File: config.mk
export PLATFORM = sky130hd
export DESIGN_NAME = adc_temperature_seven_segment_display
export DESIGN_NICKNAME = d
export VERILOG_FILES = /design/src/atssd_pkg.sv /design/src/atssd_front.sv /design/src/atssd_queue.sv /design/src/atssd_back.sv /design/src/adc_temperature_seven_segment_display.sv
export VERILOG_INCLUDE_DIRS = /design/src /design/src/src
export SDC_FILE = /design/constraint.sdc
export NUM_CORES = 1
export LEC_CHECK = 0
export ABC_CLOCK_PERIOD_IN_PS = 28200
export BUFFER_PORTS_ARGS = -buffer_cell sky130_fd_sc_hd__buf_2
export CORE_ASPECT_RATIO = 1.75
export CORE_MARGIN = 2
export CORE_UTILIZATION = 65
export CTS_CLUSTER_SIZE = 10
export DETAILED_ROUTE_END_ITERATION = 16
export GPL_ROUTABILITY_DRIVEN = 0
export GPL_TIMING_DRIVEN = 0
export PLACE_DENSITY = 0.84
export SYNTH_ARGS = -nofsm -noshare
export SYNTH_HDL_FRONTEND = slang
export SYNTH_SLANG_ARGS = --single-unit
File: constraint.sdc
create_clock -name clk -period 28.2 [get_ports clk]
set_input_delay 5.64 -clock clk [delete_from_list [all_inputs] [get_ports clk]]
set_output_delay 5.64 -clock clk [all_outputs]
set_load 0.005 [all_outputs]
File: src/adc_temperature_seven_segment_display_macros.svh
// Assertion macros shared by the temperature display RTL.
`ifndef ADC_TEMPERATURE_SEVEN_SEGMENT_DISPLAY_MACROS_SVH
`define ADC_TEMPERATURE_SEVEN_SEGMENT_DISPLAY_MACROS_SVH

`ifndef ASSERT_OFF
// Check a property on every clock edge outside of reset.
`define ATSSD_ASSERT(lbl, prop, msg) \
    lbl: assert property (@(posedge clk) disable iff (!rst_n) (prop)) else $error(msg);
// Check that a condition in one cycle implies another in the next cycle.
`define ATSSD_ASSERT_NEXT(lbl, ante, cons, msg) \
    lbl: assert property (@(posedge clk) disable iff (!rst_n) (ante) |=> (cons)) \
        else $error(msg);
`else
`define ATSSD_ASSERT(lbl, prop, msg)
`define ATSSD_ASSERT_NEXT(lbl, ante, cons, msg)
`endif

`endif

File: src/atssd_pkg.sv
// Types, constants and the segment decoder of the temperature display.
package atssd_pkg;

    localparam int NUM_DIGITS  = 4;
    localparam int QUEUE_DEPTH = 2;

    // Command codes
    localparam logic CMD_SAMPLE = 1'b0;
    localparam logic CMD_TICK   = 1'b1;

    // Error code shown above the range limit, most significant digit first
    localparam logic [3:0] ERR_DIGIT3 = 4'd3;
    localparam logic [3:0] ERR_DIGIT2 = 4'd6;
    localparam logic [3:0] ERR_DIGIT1 = 4'd6;
    localparam logic [3:0] ERR_DIGIT0 = 4'd0;

    localparam logic [1:0] LAST_IDX_FULL  = 2'd3;
    localparam logic [1:0] LAST_IDX_MID   = 2'd2;
    localparam logic [1:0] LAST_IDX_SHORT = 2'd1;
    localparam logic [1:0] POINT_POS      = 2'd1;
    localparam logic [7:0] SEG_POINT      = 8'h80;

    // One classified item between the front and the back
    typedef struct packed {
        logic       is_tick;
        logic       err;
        logic [1:0] last_idx;
        logic       thousands;
        logic [9:0] rest;
    } item_t;

    // Seven-segment pattern of one digit code
    function automatic logic [7:0] seg_pattern(input logic [3:0] code);
        logic [7:0] seg;
        unique case (code)
            4'd0:    seg = 8'h3F;
            4'd1:    seg = 8'h06;
            4'd2:    seg = 8'h5B;
            4'd3:    seg = 8'h4F;
            4'd4:    seg = 8'h66;
            4'd5:    seg = 8'h6D;
            4'd6:    seg = 8'h7D;
            4'd7:    seg = 8'h07;
            4'd8:    seg = 8'h7F;
            4'd9:    seg = 8'h6F;
            4'd10:   seg = 8'h40;
            default: seg = 8'hFF;
        endcase
        return seg;
    endfunction

endpackage

File: src/atssd_front.sv
// Front end: accept items, scale samples to tenths of a degree and classify them.
module atssd_front (
    input  logic                in_valid,
    input  logic                queue_full,
    input  logic                cmd,
    input  logic [9:0]          adc_code,
    output logic                push,
    output atssd_pkg::item_t    item
);

    logic [19:0] scaled;
    logic [12:0] tenths;
    logic [10:0] value;
    logic [10:0] value_less;
    logic        thousands;

    // Accept whenever the queue has room
    assign push = in_valid && !queue_full;

    // Scale: code * 5000 / 1024 = code * 625 / 128
    assign scaled    = {10'd0, adc_code} * 20'd625;
    assign tenths    = scaled[19:7];
    assign value     = tenths[10:0];
    assign thousands = (value >= 11'd1000);
    assign value_less = value - 11'd1000;

    // Classify the item
    always_comb
    begin
        item.is_tick   = (cmd == atssd_pkg::CMD_TICK);
        item.err       = (tenths > 13'd1250);
        item.thousands = thousands;
        item.rest      = thousands ? value_less[9:0] : value[9:0];
        if (item.err || thousands)
        begin
            item.last_idx = atssd_pkg::LAST_IDX_FULL;
        end
        else if (value >= 11'd100)
        begin
            item.last_idx = atssd_pkg::LAST_IDX_MID;
        end
        else
        begin
            item.last_idx = atssd_pkg::LAST_IDX_SHORT;
        end
    end

endmodule

File: src/atssd_queue.sv
// Short queue of classified items between the front and the back.
`include "adc_temperature_seven_segment_display_macros.svh"

module atssd_queue (
    input  logic                clk,
    input  logic                rst_n,
    input  logic                push,
    input  atssd_pkg::item_t    push_item,
    input  logic                pop,
    output logic                full,
    output logic                not_empty,
    output atssd_pkg::item_t    head
);

    localparam int PTR_W = $clog2(atssd_pkg::QUEUE_DEPTH);
    localparam int CNT_W = $clog2(atssd_pkg::QUEUE_DEPTH + 1);

    atssd_pkg::item_t   entry_reg [atssd_pkg::QUEUE_DEPTH];
    logic [PTR_W-1:0]   wr_ptr_reg;
    logic [PTR_W-1:0]   wr_ptr_next;
    logic [PTR_W-1:0]   rd_ptr_reg;
    logic [PTR_W-1:0]   rd_ptr_next;
    logic [CNT_W-1:0]   count_reg;
    logic [CNT_W-1:0]   count_next;

    assign full      = (count_reg == CNT_W'(atssd_pkg::QUEUE_DEPTH));
    assign not_empty = (count_reg != '0);
    assign head      = entry_reg[rd_ptr_reg];

    // Advance pointers and count
    always_comb
    begin
        wr_ptr_next = wr_ptr_reg;
        rd_ptr_next = rd_ptr_reg;
        count_next  = count_reg;
        if (push)
        begin
            wr_ptr_next = (wr_ptr_reg == PTR_W'(atssd_pkg::QUEUE_DEPTH - 1)) ?
                          '0 : wr_ptr_reg + 1'b1;
        end
        if (pop)
        begin
            rd_ptr_next = (rd_ptr_reg == PTR_W'(atssd_pkg::QUEUE_DEPTH - 1)) ?
                          '0 : rd_ptr_reg + 1'b1;
        end
        if (push && !pop)
        begin
            count_next = count_reg + 1'b1;
        end
        else if (pop && !push)
        begin
            count_next = count_reg - 1'b1;
        end
    end

    always_ff @(posedge clk or negedge rst_n)
    begin
        if (!rst_n)
        begin
            wr_ptr_reg <= '0;
            rd_ptr_reg <= '0;
            count_reg  <= '0;
        end
        else
        begin
            wr_ptr_reg <= wr_ptr_next;
            rd_ptr_reg <= rd_ptr_next;
            count_reg  <= count_next;
        end
    end

    // Hold the payload of each slot
    always_ff @(posedge clk)
    begin
        if (push)
        begin
            entry_reg[wr_ptr_reg] <= push_item;
        end
    end

    `ATSSD_ASSERT(a_no_overflow, count_reg <= CNT_W'(atssd_pkg::QUEUE_DEPTH), "queue overflow")
    `ATSSD_ASSERT(a_no_underflow, !(pop && !not_empty), "pop from empty queue")
    `ATSSD_ASSERT_NEXT(a_count_up, push && !pop, count_reg == $past(count_reg) + 1'b1, "count")

endmodule

File: src/atssd_back.sv
// Back end: store digits from samples and scan the display on ticks.
`include "adc_temperature_seven_segment_display_macros.svh"

module atssd_back (
    input  logic                clk,
    input  logic                rst_n,
    input  logic                item_valid,
    input  atssd_pkg::item_t    item,
    output logic                pop,
    output logic                out_valid,
    input  logic                out_stall,
    output logic [3:0]          digit_enable,
    output logic [7:0]          segments
);

    logic [3:0]  digit_reg [atssd_pkg::NUM_DIGITS];
    logic [1:0]  last_reg;
    logic [1:0]  pos_reg;
    logic [1:0]  pos_next;
    logic        point_reg;
    logic        out_valid_reg;
    logic        out_valid_next;
    logic [3:0]  enable_reg;
    logic [7:0]  seg_reg;
    logic [7:0]  seg_next;

    logic        out_free;
    logic        take_tick;
    logic        take_sample;
    logic [15:0] hund_prod;
    logic [3:0]  hundreds;
    logic [10:0] hund_val;
    logic [10:0] below_hund;
    logic [6:0]  rem_hund;
    logic [14:0] tens_prod;
    logic [3:0]  tens;
    logic [6:0]  tens_val;
    logic [6:0]  units_full;

    // Pop a sample at once, a tick only when the output slot frees up
    assign out_free    = !out_valid_reg || !out_stall;
    assign pop         = item_valid && (!item.is_tick || out_free);
    assign take_tick   = pop && item.is_tick;
    assign take_sample = pop && !item.is_tick;

    // Split the remainder below a thousand into decimal digits
    assign hund_prod  = {6'd0, item.rest} * 16'd41;
    assign hundreds   = hund_prod[15:12];
    assign hund_val   = {7'd0, hundreds} * 11'd100;
    assign below_hund = {1'b0, item.rest} - hund_val;
    assign rem_hund   = below_hund[6:0];
    assign tens_prod  = {8'd0, rem_hund} * 15'd205;
    assign tens       = tens_prod[14:11];
    assign tens_val   = {3'd0, tens} * 7'd10;
    assign units_full = rem_hund - tens_val;

    // Advance the scan position, wrapping after the last digit
    assign pos_next = (pos_reg >= last_reg) ? 2'd0 : pos_reg + 2'd1;

    always_comb
    begin
        seg_next = atssd_pkg::seg_pattern(digit_reg[pos_next]);
        if (pos_next == atssd_pkg::POINT_POS && point_reg)
        begin
            seg_next = seg_next | atssd_pkg::SEG_POINT;
        end
    end

    always_comb
    begin
        out_valid_next = out_valid_reg;
        if (take_tick)
        begin
            out_valid_next = 1'b1;
        end
        else if (out_valid_reg && !out_stall)
        begin
            out_valid_next = 1'b0;
        end
    end

    // Control state
    always_ff @(posedge clk or negedge rst_n)
    begin
        if (!rst_n)
        begin
            for (int k = 0; k < atssd_pkg::NUM_DIGITS; k++)
            begin
                digit_reg[k] <= 4'd0;
            end
            last_reg      <= atssd_pkg::LAST_IDX_FULL;
            pos_reg       <= 2'd0;
            point_reg     <= 1'b0;
            out_valid_reg <= 1'b0;
        end
        else
        begin
            out_valid_reg <= out_valid_next;
            if (take_tick)
            begin
                pos_reg <= pos_next;
            end
            if (take_sample)
            begin
                last_reg <= item.last_idx;
                if (item.err)
                begin
                    digit_reg[3] <= atssd_pkg::ERR_DIGIT3;
                    digit_reg[2] <= atssd_pkg::ERR_DIGIT2;
                    digit_reg[1] <= atssd_pkg::ERR_DIGIT1;
                    digit_reg[0] <= atssd_pkg::ERR_DIGIT0;
                    point_reg    <= 1'b0;
                end
                else
                begin
                    digit_reg[3] <= {3'd0, item.thousands};
                    digit_reg[2] <= hundreds;
                    digit_reg[1] <= tens;
                    digit_reg[0] <= units_full[3:0];
                    point_reg    <= 1'b1;
                end
            end
        end
    end

    // Output payload
    always_ff @(posedge clk)
    begin
        if (take_tick)
        begin
            enable_reg <= 4'b0001 << pos_next;
            seg_reg    <= seg_next;
        end
    end

    assign out_valid    = out_valid_reg;
    assign digit_enable = enable_reg;
    assign segments     = seg_reg;

    `ATSSD_ASSERT(a_enable_onehot, !out_valid_reg || $onehot(enable_reg), "select not one-hot")
    `ATSSD_ASSERT(a_point_units, !(out_valid_reg && seg_reg[7]) || enable_reg == 4'b0010, "point")
    `ATSSD_ASSERT_NEXT(a_tick_shows, take_tick, out_valid_reg, "tick lost")

endmodule

File: src/adc_temperature_seven_segment_display.sv
// A scan tick's result is written into the queue and then taken into the output register.
// A sample yields no result.
// Throughput: one item per cycle while the queue is not full; a tick waits only for the output register.
// Items pass through a two-entry queue that lets input and output stall separately.
// Reset (rst_n low, asynchronous) clears digits, scan position and point mode, sets the
// last digit to 3 and empties the queue and output register.
module adc_temperature_seven_segment_display (
    input  logic        clk,
    input  logic        rst_n,
    input  logic        in_valid,
    output logic        in_stall,
    input  logic        cmd,
    input  logic [9:0]  adc_code,
    output logic        out_valid,
    input  logic        out_stall,
    output logic [3:0]  digit_enable,
    output logic [7:0]  segments
);

    logic             queue_full;
    logic             push;
    logic             pop;
    logic             queue_valid;
    atssd_pkg::item_t new_item;
    atssd_pkg::item_t head_item;

    assign in_stall = queue_full;

    atssd_front u_front (
        .in_valid   (in_valid),
        .queue_full (queue_full),
        .cmd        (cmd),
        .adc_code   (adc_code),
        .push       (push),
        .item       (new_item)
    );

    atssd_queue u_queue (
        .clk        (clk),
        .rst_n      (rst_n),
        .push       (push),
        .push_item  (new_item),
        .pop        (pop),
        .full       (queue_full),
        .not_empty  (queue_valid),
        .head       (head_item)
    );

    atssd_back u_back (
        .clk          (clk),
        .rst_n        (rst_n),
        .item_valid   (queue_valid),
        .item         (head_item),
        .pop          (pop),
        .out_valid    (out_valid),
        .out_stall    (out_stall),
        .digit_enable (digit_enable),
        .segments     (segments)
    );

endmodule

==> reports/results.ini, run 1 <==
[worst_setup_path]
cp_slowest_cell = clkbuf_1
worst-path-buf-inv = 7
worst_setup_path_start_kind = flop
cp.required_ns = 28.40
crit_top_cell = ha_1
crit_type = reg2reg
worst_ep_arrival_time_ns = 10.61
critPathMaxStageDelay_ns = 0.53
crit_family = adder cells
cp-end-kind = flop
worstPathMaxFanout = 10

[timing]
final_hold_viol_count = 0
worstMarginPinSlew_ns = 1.29
period_share_pct = 36.9
rsz0062_at_grt = no
setup_ws_ns = 17.79
fmax_ghz = 0.0961
setup_viol = 0
fin_tns_setup_ns = 0
finClkSkew_ns = 0.00460
finalMaxSlewViolations = 0
slew_headroom_pct = 13.5
period_minus_slack_ns = 10.41

[synthesis]
synthTopCellsByArea = ha_1 (25%), edfxtp_1 (19%), fa_1 (9.1%), dfrtp_1 (8.4%), inv_1 (5.2%)
yosys.area_share.adder_pct = 34.4
avgSynthCellArea_um2 = 10.3
syn_area_mm2 = 0.00659
synthFlopType = edfxtp_1
synthXorXnorAreaFrac_pct = 5.81
yosys_register_bits = 66
synth.yosys.seq_area_share_pct = 28.3
ys_warn_count = 0
synth_edf_count = 42
synth_top_cell_by_area = ha_1
synth.area.mux_share_pct = 4.01
synth_cell_types = 69
synthSimpleGateAreaFrac_pct = 9.84
synth_top_family_by_area = adder cells
synth_cells = 639
synth-compound-area-share_pct = 11.9
synth_top_area_share_pct = 25.1
synthArstFlopShare_pct = 36.4
syn_nets = 816

[cells_and_area]
drive_above_1_share_pct = 9.66
area_growth_pct = 8.47
fill_cells = 712
nets = 855
layout_common_cells = ha_1 (132), inv_1 (91), nand2_1 (43)
layout.cells.most_common = ha_1
largest_reg_flops = 30
final_util_pct = 72.5
n_antenna_cell = 0

[placement]
place_hpwl_um = 11200
pre_cts_ws_ns = 17.55
port_buffers = 28

[detailed_routing]
detail-route-antenna-nets = 0
vias = 4828
drt_first_pass_iters = 5
remaining_drc_errors = 0
vias_per_cell = 5.98
drt_iter0_markers = 273
wl_um = 13500
post_drt_wl_per_cell_um = 16.8

[clock_tree]
htreeDepth = 3
cts.sinks = 66
cts_root_buf = clkbuf_16
hold_buffers = 0
cts_buffers = 9
cts_tree = yes
clk_path_buf_depth = 2
cts_resized = 0
post-cts-setup-buffers = 0
clock_latency_ns = 0.32
cts.clk_slew.worst_paths_ns = 0.05

[die]
core_mm2 = 0.00985
dieArea_mm2 = 0.0110
start_util_pct = 66.9
rows = 48
die_h_um = 137
die_w_um = 80.1
ios = 29

[global_route]
grt_max_degree = 25
gr-total-overflow = 0
grt_use_total_pct = 26.5
grt_pass1_vias = 5115
grt_pass1_wl_um = 22400
antenna_found_initial = 0

[run_status]
status = complete, no violations

[flow_run]
max_cap_violations = 0

[min_path]
worstHoldPathType = reg2reg

## routing by layer
| metal | GRT usage, % | up-vias | wire length, µm |
|---|---|---|---|
| met3 | 3.76 | 57 | 373 |
| met1 | 23.4 | 2299 | 4510 |
| met4 | 14.9 | 0 | 724 |
| met2 | 54.0 | 131 | 7930 |
| met5 | 0 | - | 0 |
| li1 | - | 2341 | - |
## worst paths after layout
kind	from	end	slack, ns	depth (start not counted)
setup / recovery	u_queue.rd_ptr_reg	u_back.digit_reg[15]	17.79	41
hold / removal	u_back.last_reg[0]	u_back.last_reg[0]	0.48	2
setup reg to reg	u_queue.rd_ptr_reg	u_back.digit_reg[15]	17.79	41
hold reg to reg	u_back.last_reg[0]	u_back.last_reg[0]	0.48	2
max in group asynchronous	rst_n	u_back.last_reg[0]	22.53	1
min in group asynchronous	rst_n	u_queue.count_reg[1]	5.30	1
## worst register-to-register path, delay by kind of cell, from the launching register on
kind | cells | cell delay (ns)
flops | 1 | 0.34
xor+xnor | 7 | 1.43
compound gates | 11 | 2.07
mux | 1 | 0.41
buf+inv | 7 | 1.17
fa+ha+maj | 12 | 4.08
simple gates | 3 | 0.79
## cell usage after synthesis (5+ instances only)
cell type,count
o21a_1,5
edfxtp_1,42
clkbuf_1,7
mux2i_1,17
and3_1,5
a21o_1,9
nor3_1,9
a21oi_1,24
ha_1,132
xor2_1,19
fa_1,30
xnor2_1,22
mux2_2,7
inv_1,91
nand2b_1,6
nand2_1,43
o21ai_0,23
nor2_1,30
dfrtp_1,22
nand3_1,11
## metrics by stage
step           hold WS (ns)  std cells  cell area [µm²]
2_1_floorplan         0.447        639             6590
5_1_grt               0.517        808             7140
6_report              0.481        808             7140
3_5_place_dp          0.476        792             6880
4_1_cts               0.484        808             7140
3_3_place_gp          0.470        792             6880
## cell families after synthesis
group,Yosys count
fa+ha+maj,163
flops,66
compound gates,113
xor+xnor,42
mux,25
simple gates,131
buf+inv,99
## cell type report
class,instances,area [µm²],share of cell area [%]
plain buffers,8,37.5,0.525
clock buffers,9,225,3.15
clock inverters,7,36.3,0.508
inverters,91,342,4.78
multi-input cells,474,4340,60.8
flip-flops and latches,66,1860,26.1
well taps,125,156,2.19
repair buffers,28,140,1.96
Power of run 1 is left out: the tool's default activity adds up to more than one toggle a clock period on the data nets, which glitch-free logic cannot reach.
==> run 2, diff against run 1 <==
--- a/config.mk
+++ b/config.mk
@@ -6,16 +6,16 @@
 export SDC_FILE = /design/constraint.sdc
 export NUM_CORES = 1
 export LEC_CHECK = 0
-export ABC_CLOCK_PERIOD_IN_PS = 28200
+export ABC_CLOCK_PERIOD_IN_PS = 9080
 export BUFFER_PORTS_ARGS = -buffer_cell sky130_fd_sc_hd__buf_2
 export CORE_ASPECT_RATIO = 1.75
 export CORE_MARGIN = 2
-export CORE_UTILIZATION = 65
+export CORE_UTILIZATION = 57
 export CTS_CLUSTER_SIZE = 10
 export DETAILED_ROUTE_END_ITERATION = 16
 export GPL_ROUTABILITY_DRIVEN = 0
 export GPL_TIMING_DRIVEN = 0
-export PLACE_DENSITY = 0.84
+export PLACE_DENSITY = 0.78
 export SYNTH_ARGS = -nofsm -noshare
 export SYNTH_HDL_FRONTEND = slang
 export SYNTH_SLANG_ARGS = --single-unit
==> constraint.sdc (replaced) <==
create_clock -name clk -period 9.08 [get_ports clk]
set_input_delay 1.816 -clock clk [delete_from_list [all_inputs] [get_ports clk]]
set_output_delay 1.816 -clock clk [all_outputs]
set_load 0.005 [all_outputs]
==> reports/results.ini, run 2 (synthesized netlist as in run 1, its figures left out) <==
[run_status]
status = complete, no violations  ; unchanged

[detailed_routing]
top_layer = met4  ; unchanged
drt_iter0_markers = 218  ; was 273
post_drt_wl_per_cell_um = 18.0  ; was 16.8 µm
met1_length_um = 4980  ; was 4510 µm
met3WireLength_um = 420  ; was 373 µm
vias_per_cell = 5.85  ; was 5.98
detail-route-antenna-nets = 0  ; unchanged
drt_first_pass_iters = 4  ; was 5
dr_wl_met2_um = 8840  ; was 7930 µm
vias = 4929  ; was 4828
wl_um = 15200  ; was 13500 µm
remaining_drc_errors = 0  ; unchanged

[worst_setup_path]
r2r_cells = 40  ; was 41
cp.required_ns = 9.28  ; was 28.40 ns
rr_endpoint = u_back.digit_reg[15]  ; unchanged
cp-end-kind = flop  ; unchanged
critPathMaxStageDelay_ns = 0.51  ; was 0.53 ns
worstPathMaxFanout = 8  ; was 10
critPathLaunch = u_queue.rd_ptr_reg  ; unchanged
reg2reg_slack_ns = 0.19  ; was 17.79 ns
crit_top_cell = inv_1  ; was ha_1
worst_setup_path_start_kind = flop  ; unchanged
r2r-start = u_queue.rd_ptr_reg  ; unchanged
crit_type = reg2reg  ; unchanged
worst_ep_arrival_time_ns = 9.09  ; was 10.61 ns
cp_slowest_cell = fa_1  ; was clkbuf_1

[clock_tree]
cts_buffers = 9  ; unchanged
cts_tree = yes  ; unchanged
clock_latency_ns = 0.33  ; was 0.32 ns
cts_root_buf = clkbuf_16  ; unchanged
cts.clk_slew.worst_paths_ns = 0.05  ; about the same
htreeDepth = 3  ; unchanged
cts.sinks = 66  ; unchanged
clk_path_buf_depth = 2  ; unchanged

[timing]
period_share_pct = 97.9  ; was 36.9%
period_minus_slack_ns = 8.89  ; was 10.41 ns
final_hold_viol_count = 0  ; unchanged
finClkSkew_ns = 0.00449  ; was 0.00460 ns
finalMaxSlewViolations = 0  ; unchanged
setup_viol = 0  ; unchanged
slew_headroom_pct = 19.2  ; was 13.5%
fmax_ghz = 0.112  ; was 0.0961 GHz
worstMarginPinSlew_ns = 1.21  ; was 1.29 ns
setup_ws_ns = 0.189  ; was 17.79 ns

[global_route]
gr-total-overflow = 0  ; unchanged
grt_pass1_wl_um = 23500  ; was 22400 µm
grt_max_degree = 25  ; unchanged
grt_use_total_pct = 24.0  ; was 26.5%
antenna_found_initial = 0  ; unchanged
grt_pass1_vias = 5202  ; was 5115

[cells_and_area]
final_util_pct = 68.2  ; was 72.5%
fill_cells = 768  ; was 712
layout.cells.most_common = ha_1  ; unchanged
n_antenna_cell = 0  ; unchanged
area_growth_pct = 18.0  ; was 8.47%
nets = 880  ; was 855
layout_common_cells = ha_1 (117), inv_1 (88), nand2_1 (43)  ; was ha_1 (132), inv_1 (91), nand2_1 (43)
largest_reg_flops = 30  ; unchanged
drive_above_1_share_pct = 19.4  ; was 9.66%

[placement]
port_buffers = 28  ; unchanged
place_hpwl_um = 11200  ; about the same
pre_cts_ws_ns = -1.22  ; was 17.55 ns

[die]
dieArea_mm2 = 0.0125  ; was 0.0110 mm²
core_mm2 = 0.0114  ; was 0.00985 mm²
die_h_um = 146  ; was 137 µm
rows = 52  ; was 48
ios = 29  ; unchanged
die_w_um = 85.3  ; was 80.1 µm
start_util_pct = 57.8  ; was 66.9%

[flow_run]
max_cap_violations = 0  ; unchanged

[min_path]
min_to = u_back.point_reg  ; was u_back.last_reg[0]
holdPathStages = 2  ; unchanged
worstHoldPathType = reg2reg  ; unchanged
min_from = u_back.point_reg  ; was u_back.last_reg[0]

## run 2: worst max path at each step
stage                                end  cells past startpoint
floorplan           u_back.digit_reg[15]                     41
CTS                 u_back.digit_reg[15]                     42
global route        u_back.digit_reg[15]                     41
global placement    u_back.digit_reg[15]                     41
detailed placement  u_back.digit_reg[15]                     41
finish              u_back.digit_reg[15]                     40
## run 2: worst max-delay path: cells and delay by family (launching register included)
kind / cells / cell delay [ns]
xor+xnor: 7 / 1.12
fa+ha+maj: 12 / 3.94
buf+inv: 8 / 0.73
flops: 1 / 0.34
mux: 1 / 0.26
simple gates: 4 / 0.86
compound gates: 8 / 1.49
## run 2: cell type report
class / instances / area (µm²) / area share (%)
inverters: 91 / 344 / 4.43
multi-input cells: 474 / 4740 / 61.0
well taps: 135 / 169 / 2.17
clock buffers: 15 / 248 / 3.19
flip-flops and latches: 66 / 1860 / 24.0
plain buffers: 7 / 55.1 / 0.709
repair buffers: 54 / 348 / 4.48
clock inverters: 1 / 3.75 / 0.0483
## run 2: timing repair
action                                  4_1_cts  5_1_grt
resized for setup                            27       40
pin swaps                                     4       24
hold endpoints to repair                      0        0
endpoints found under the setup margin        7        3
hold buffers                                  0        0
buffers inserted                              6       20
## run 2: layer usage
layer,GRT usage [%],up-vias
li1,-,2377
met5,0,-
met1,21.4,2373
met4,15.3,0
met2,47.4,122
met3,3.56,57
## run 2: through the flow
step	cell area, µm²	hold slack [ns]	TNS, ns	cells
after floorplan	6590	0.447	0	639
after global placement	6890	0.467	-2.18	802
after detailed placement	6890	0.479	-3.85	802
after CTS	7320	0.492	0	823
after global routing	7770	0.518	-0.214	843
final	7770	0.485	0	843
Power of run 2 is left out for the same reason.
==> run 3, diff against run 2 <==
--- a/config.mk
+++ b/config.mk
@@ -6,16 +6,17 @@
 export SDC_FILE = /design/constraint.sdc
 export NUM_CORES = 1
 export LEC_CHECK = 0
+export ABC_AREA = 1
 export ABC_CLOCK_PERIOD_IN_PS = 9080
 export BUFFER_PORTS_ARGS = -buffer_cell sky130_fd_sc_hd__buf_2
 export CORE_ASPECT_RATIO = 1.75
 export CORE_MARGIN = 2
-export CORE_UTILIZATION = 57
+export CORE_UTILIZATION = 58
 export CTS_CLUSTER_SIZE = 10
 export DETAILED_ROUTE_END_ITERATION = 16
 export GPL_ROUTABILITY_DRIVEN = 0
 export GPL_TIMING_DRIVEN = 0
-export PLACE_DENSITY = 0.78
+export PLACE_DENSITY = 0.79
 export SYNTH_ARGS = -nofsm -noshare
 export SYNTH_HDL_FRONTEND = slang
 export SYNTH_SLANG_ARGS = --single-unit
==> reports/results.ini, run 3 <==
[timing]
finalMaxSlewViolations = 0  ; unchanged
finClkSkew_ns = 0.00857  ; was 0.00449 ns
slew_headroom_pct = 13.6  ; was 19.2%
period_share_pct = 95.4  ; was 97.9%
worstMarginPinSlew_ns = 1.29  ; was 1.21 ns
final_hold_viol_count = 0  ; unchanged
period_minus_slack_ns = 8.66  ; was 8.89 ns
setup_viol = 0  ; unchanged
fmax_ghz = 0.115  ; was 0.112 GHz

[worst_setup_path]
crit_family = adder cells  ; unchanged
crit_type = reg2reg  ; unchanged
reg2reg_slack_ns = 0.42  ; was 0.19 ns
critPathMaxStageDelay_ns = 0.55  ; was 0.51 ns
worst-path-buf-inv = 11  ; was 8
cp.required_ns = 9.35  ; was 9.28 ns
cp_slowest_cell = fa_2  ; was fa_1
critPathLaunch = u_queue.rd_ptr_reg  ; unchanged
endpoint = u_back.digit_reg[15]  ; unchanged
cp.depth = 50  ; was 40
r2r-start = u_queue.rd_ptr_reg  ; unchanged
r2r_cells = 50  ; was 40
crit_top_cell = nand2_1  ; was inv_1
worstPathMaxFanout = 10  ; was 8
cp-end-kind = flop  ; unchanged
worst_ep_arrival_time_ns = 8.93  ; was 9.09 ns
worst_setup_path_start_kind = flop  ; unchanged
rr_endpoint = u_back.digit_reg[15]  ; unchanged

[global_route]
grt_use_met1_pct = 19.4  ; was 21.4%
grt_pass1_vias = 5326  ; was 5202
met3_usage_pct = 2.92  ; was 3.56%
grt_use_total_pct = 22.2  ; was 24.0%
grt_pass1_wl_um = 22200  ; was 23500 µm
gr-total-overflow = 0  ; unchanged
busiest_layer = met2  ; unchanged
grt_max_degree = 25  ; unchanged
gr-usage-met2_pct = 45.4  ; was 47.4%
antenna_found_initial = 0  ; unchanged

[cells_and_area]
n_antenna_cell = 0  ; unchanged
seq_area_mm2 = 0.00186  ; unchanged
layout.cells.most_common = inv_1  ; was ha_1
area_growth_pct = 11.0  ; was 18.0%
drive_above_1_share_pct = 14.1  ; was 19.4%
nets = 1015  ; was 880
largest_reg_flops = 30  ; unchanged
layout_common_cells = inv_1 (164), nand2_1 (158), ha_1 (130)  ; was ha_1 (117), inv_1 (88), nand2_1 (43)
fill_cells = 944  ; was 768
final_util_pct = 65.5  ; was 68.2%
multi_input_area_mm2 = 0.00429  ; was 0.00474 mm²

[synthesis]
synth_cells = 793  ; was 639
synthArstFlopShare_pct = 36.4  ; unchanged
synth.yosys.seq_area_share_pct = 27.6  ; was 28.3%
synthTopCellsByArea = ha_1 (24%), edfxtp_1 (19%), inv_1 (9.2%), fa_1 (8.9%), nand2_1 (8.9%)  ; was ha_1 (25%), edfxtp_1 (19%), fa_1 (9.1%), dfrtp_1 (8.4%), inv_1 (5.2%)
synth_top_area_share_pct = 24.4  ; was 25.1%
synth_top_cell_by_area = ha_1  ; unchanged
avgSynthCellArea_um2 = 8.52  ; was 10.3 µm²
synth_cell_types = 48  ; was 69
yosys_register_bits = 66  ; unchanged
synth_most_common_cell = inv_1  ; was ha_1
synthFlopType = edfxtp_1  ; unchanged
ys_warn_count = 0  ; unchanged
synth_commonest_cells = inv_1 (166), nand2_1 (160), ha_1 (132)  ; was ha_1 (132), inv_1 (91), nand2_1 (43)
syn_nets = 970  ; was 816
syn_area_mm2 = 0.00676  ; was 0.00659 mm²
synth_edf_count = 42  ; unchanged

[detailed_routing]
post_drt_wl_per_cell_um = 13.6  ; was 18.0 µm
drt_iter0_markers = 209  ; was 218
detail-route-antenna-nets = 0  ; unchanged
vias = 5204  ; was 4929
drt_first_pass_iters = 4  ; unchanged
vias_per_cell = 5.32  ; was 5.85
remaining_drc_errors = 0  ; unchanged
wl_um = 13300  ; was 15200 µm

[clock_tree]
htreeDepth = 3  ; unchanged
cts.clk_slew.worst_paths_ns = 0.06  ; was 0.05 ns
clk_path_buf_depth = 2  ; unchanged
cts.sinks = 66  ; unchanged
hold_buffers = 0  ; unchanged
cts_root_buf = clkbuf_16  ; unchanged
cts_tree = yes  ; unchanged
clock_latency_ns = 0.33  ; about the same
cts_buffers = 9  ; unchanged

[die]
core_mm2 = 0.0115  ; was 0.0114 mm²
die_h_um = 147  ; was 146 µm
ios = 29  ; unchanged
start_util_pct = 59.0  ; was 57.8%
rows = 52  ; unchanged
dieArea_mm2 = 0.0126  ; was 0.0125 mm²
die_w_um = 85.6  ; was 85.3 µm

[placement]
place_hpwl_um = 11100  ; was 11200 µm
port_buffers = 28  ; unchanged

[flow_run]
max_cap_violations = 0  ; unchanged

[min_path]
worstHoldPathType = reg2reg  ; unchanged

[run_status]
status = complete, no violations  ; unchanged

## run 3: what timing repair did
action,in CTS,in global routing
buffers inserted,0,6
setup endpoints to repair,1,2
pin swaps,0,4
resized for setup,3,26
## run 3: layer usage
| layer | vias up | routed length, µm |
|---|---|---|
| met5 | - | 0 |
| met4 | 0 | 689 |
| met3 | 43 | 286 |
| met2 | 93 | 7970 |
| met1 | 2435 | 4340 |
| li1 | 2633 | - |
## run 3: stage by stage
step                      hold WS (ns)  setup TNS [ns]  cell area [µm²]  cells  worst slack, ns
after floorplan                  0.448               0             6760    793             1.12
after global placement           0.463               0             7070    956            0.118
after detailed placement         0.467         -0.0767             7070    956          -0.0767
after CTS                        0.482               0             7370    972           0.0133
after global routing             0.506         -0.0868             7500    978          -0.0868
final                            0.488               0             7500    978            0.419
## run 3: worst min path at each step
| stage | from | to | slack (ns) | depth (start not counted) |
|---|---|---|---|---|
| floorplan | u_back.digit_reg[12] | u_back.digit_reg[12] | 0.45 | 2 |
| global placement | u_back.point_reg | u_back.point_reg | 0.46 | 2 |
| detailed placement | u_back.point_reg | u_back.point_reg | 0.47 | 2 |
| CTS | u_back.point_reg | u_back.point_reg | 0.48 | 2 |
| global route | u_back.point_reg | u_back.point_reg | 0.51 | 2 |
| finish | u_back.point_reg | u_back.point_reg | 0.49 | 2 |
## run 3: area by class of cell
class	count	share of cell area [%]
Sequential cell	66	24.9
Multi-Input combinational cell	548	57.2
Inverter	174	8.71
Timing Repair Buffer	34	2.47
Tap cell	135	2.25
Clock inverter	4	0.684
Clock buffer	12	3.29
Buffer	5	0.517
## run 3: cell families after synthesis
| group | synth area share, % |
|---|---|
| AOI/OAI and AO/OA | 7.13 |
| xor gates and xnor gates | 3.68 |
| adders and majority gates | 33.3 |
| buffers and inverters | 10.1 |
| DFF | 27.6 |
| muxes | 0.148 |
| and+or+nand+nor | 18.1 |
## run 3: tightest hold or removal path, cell delays in order, from the launching register on
cell and delay [ns]:
dfrtp_1 0.34, nand2_1 0.06, nand2_1 0.06
Power of run 3 is left out for the same reason.
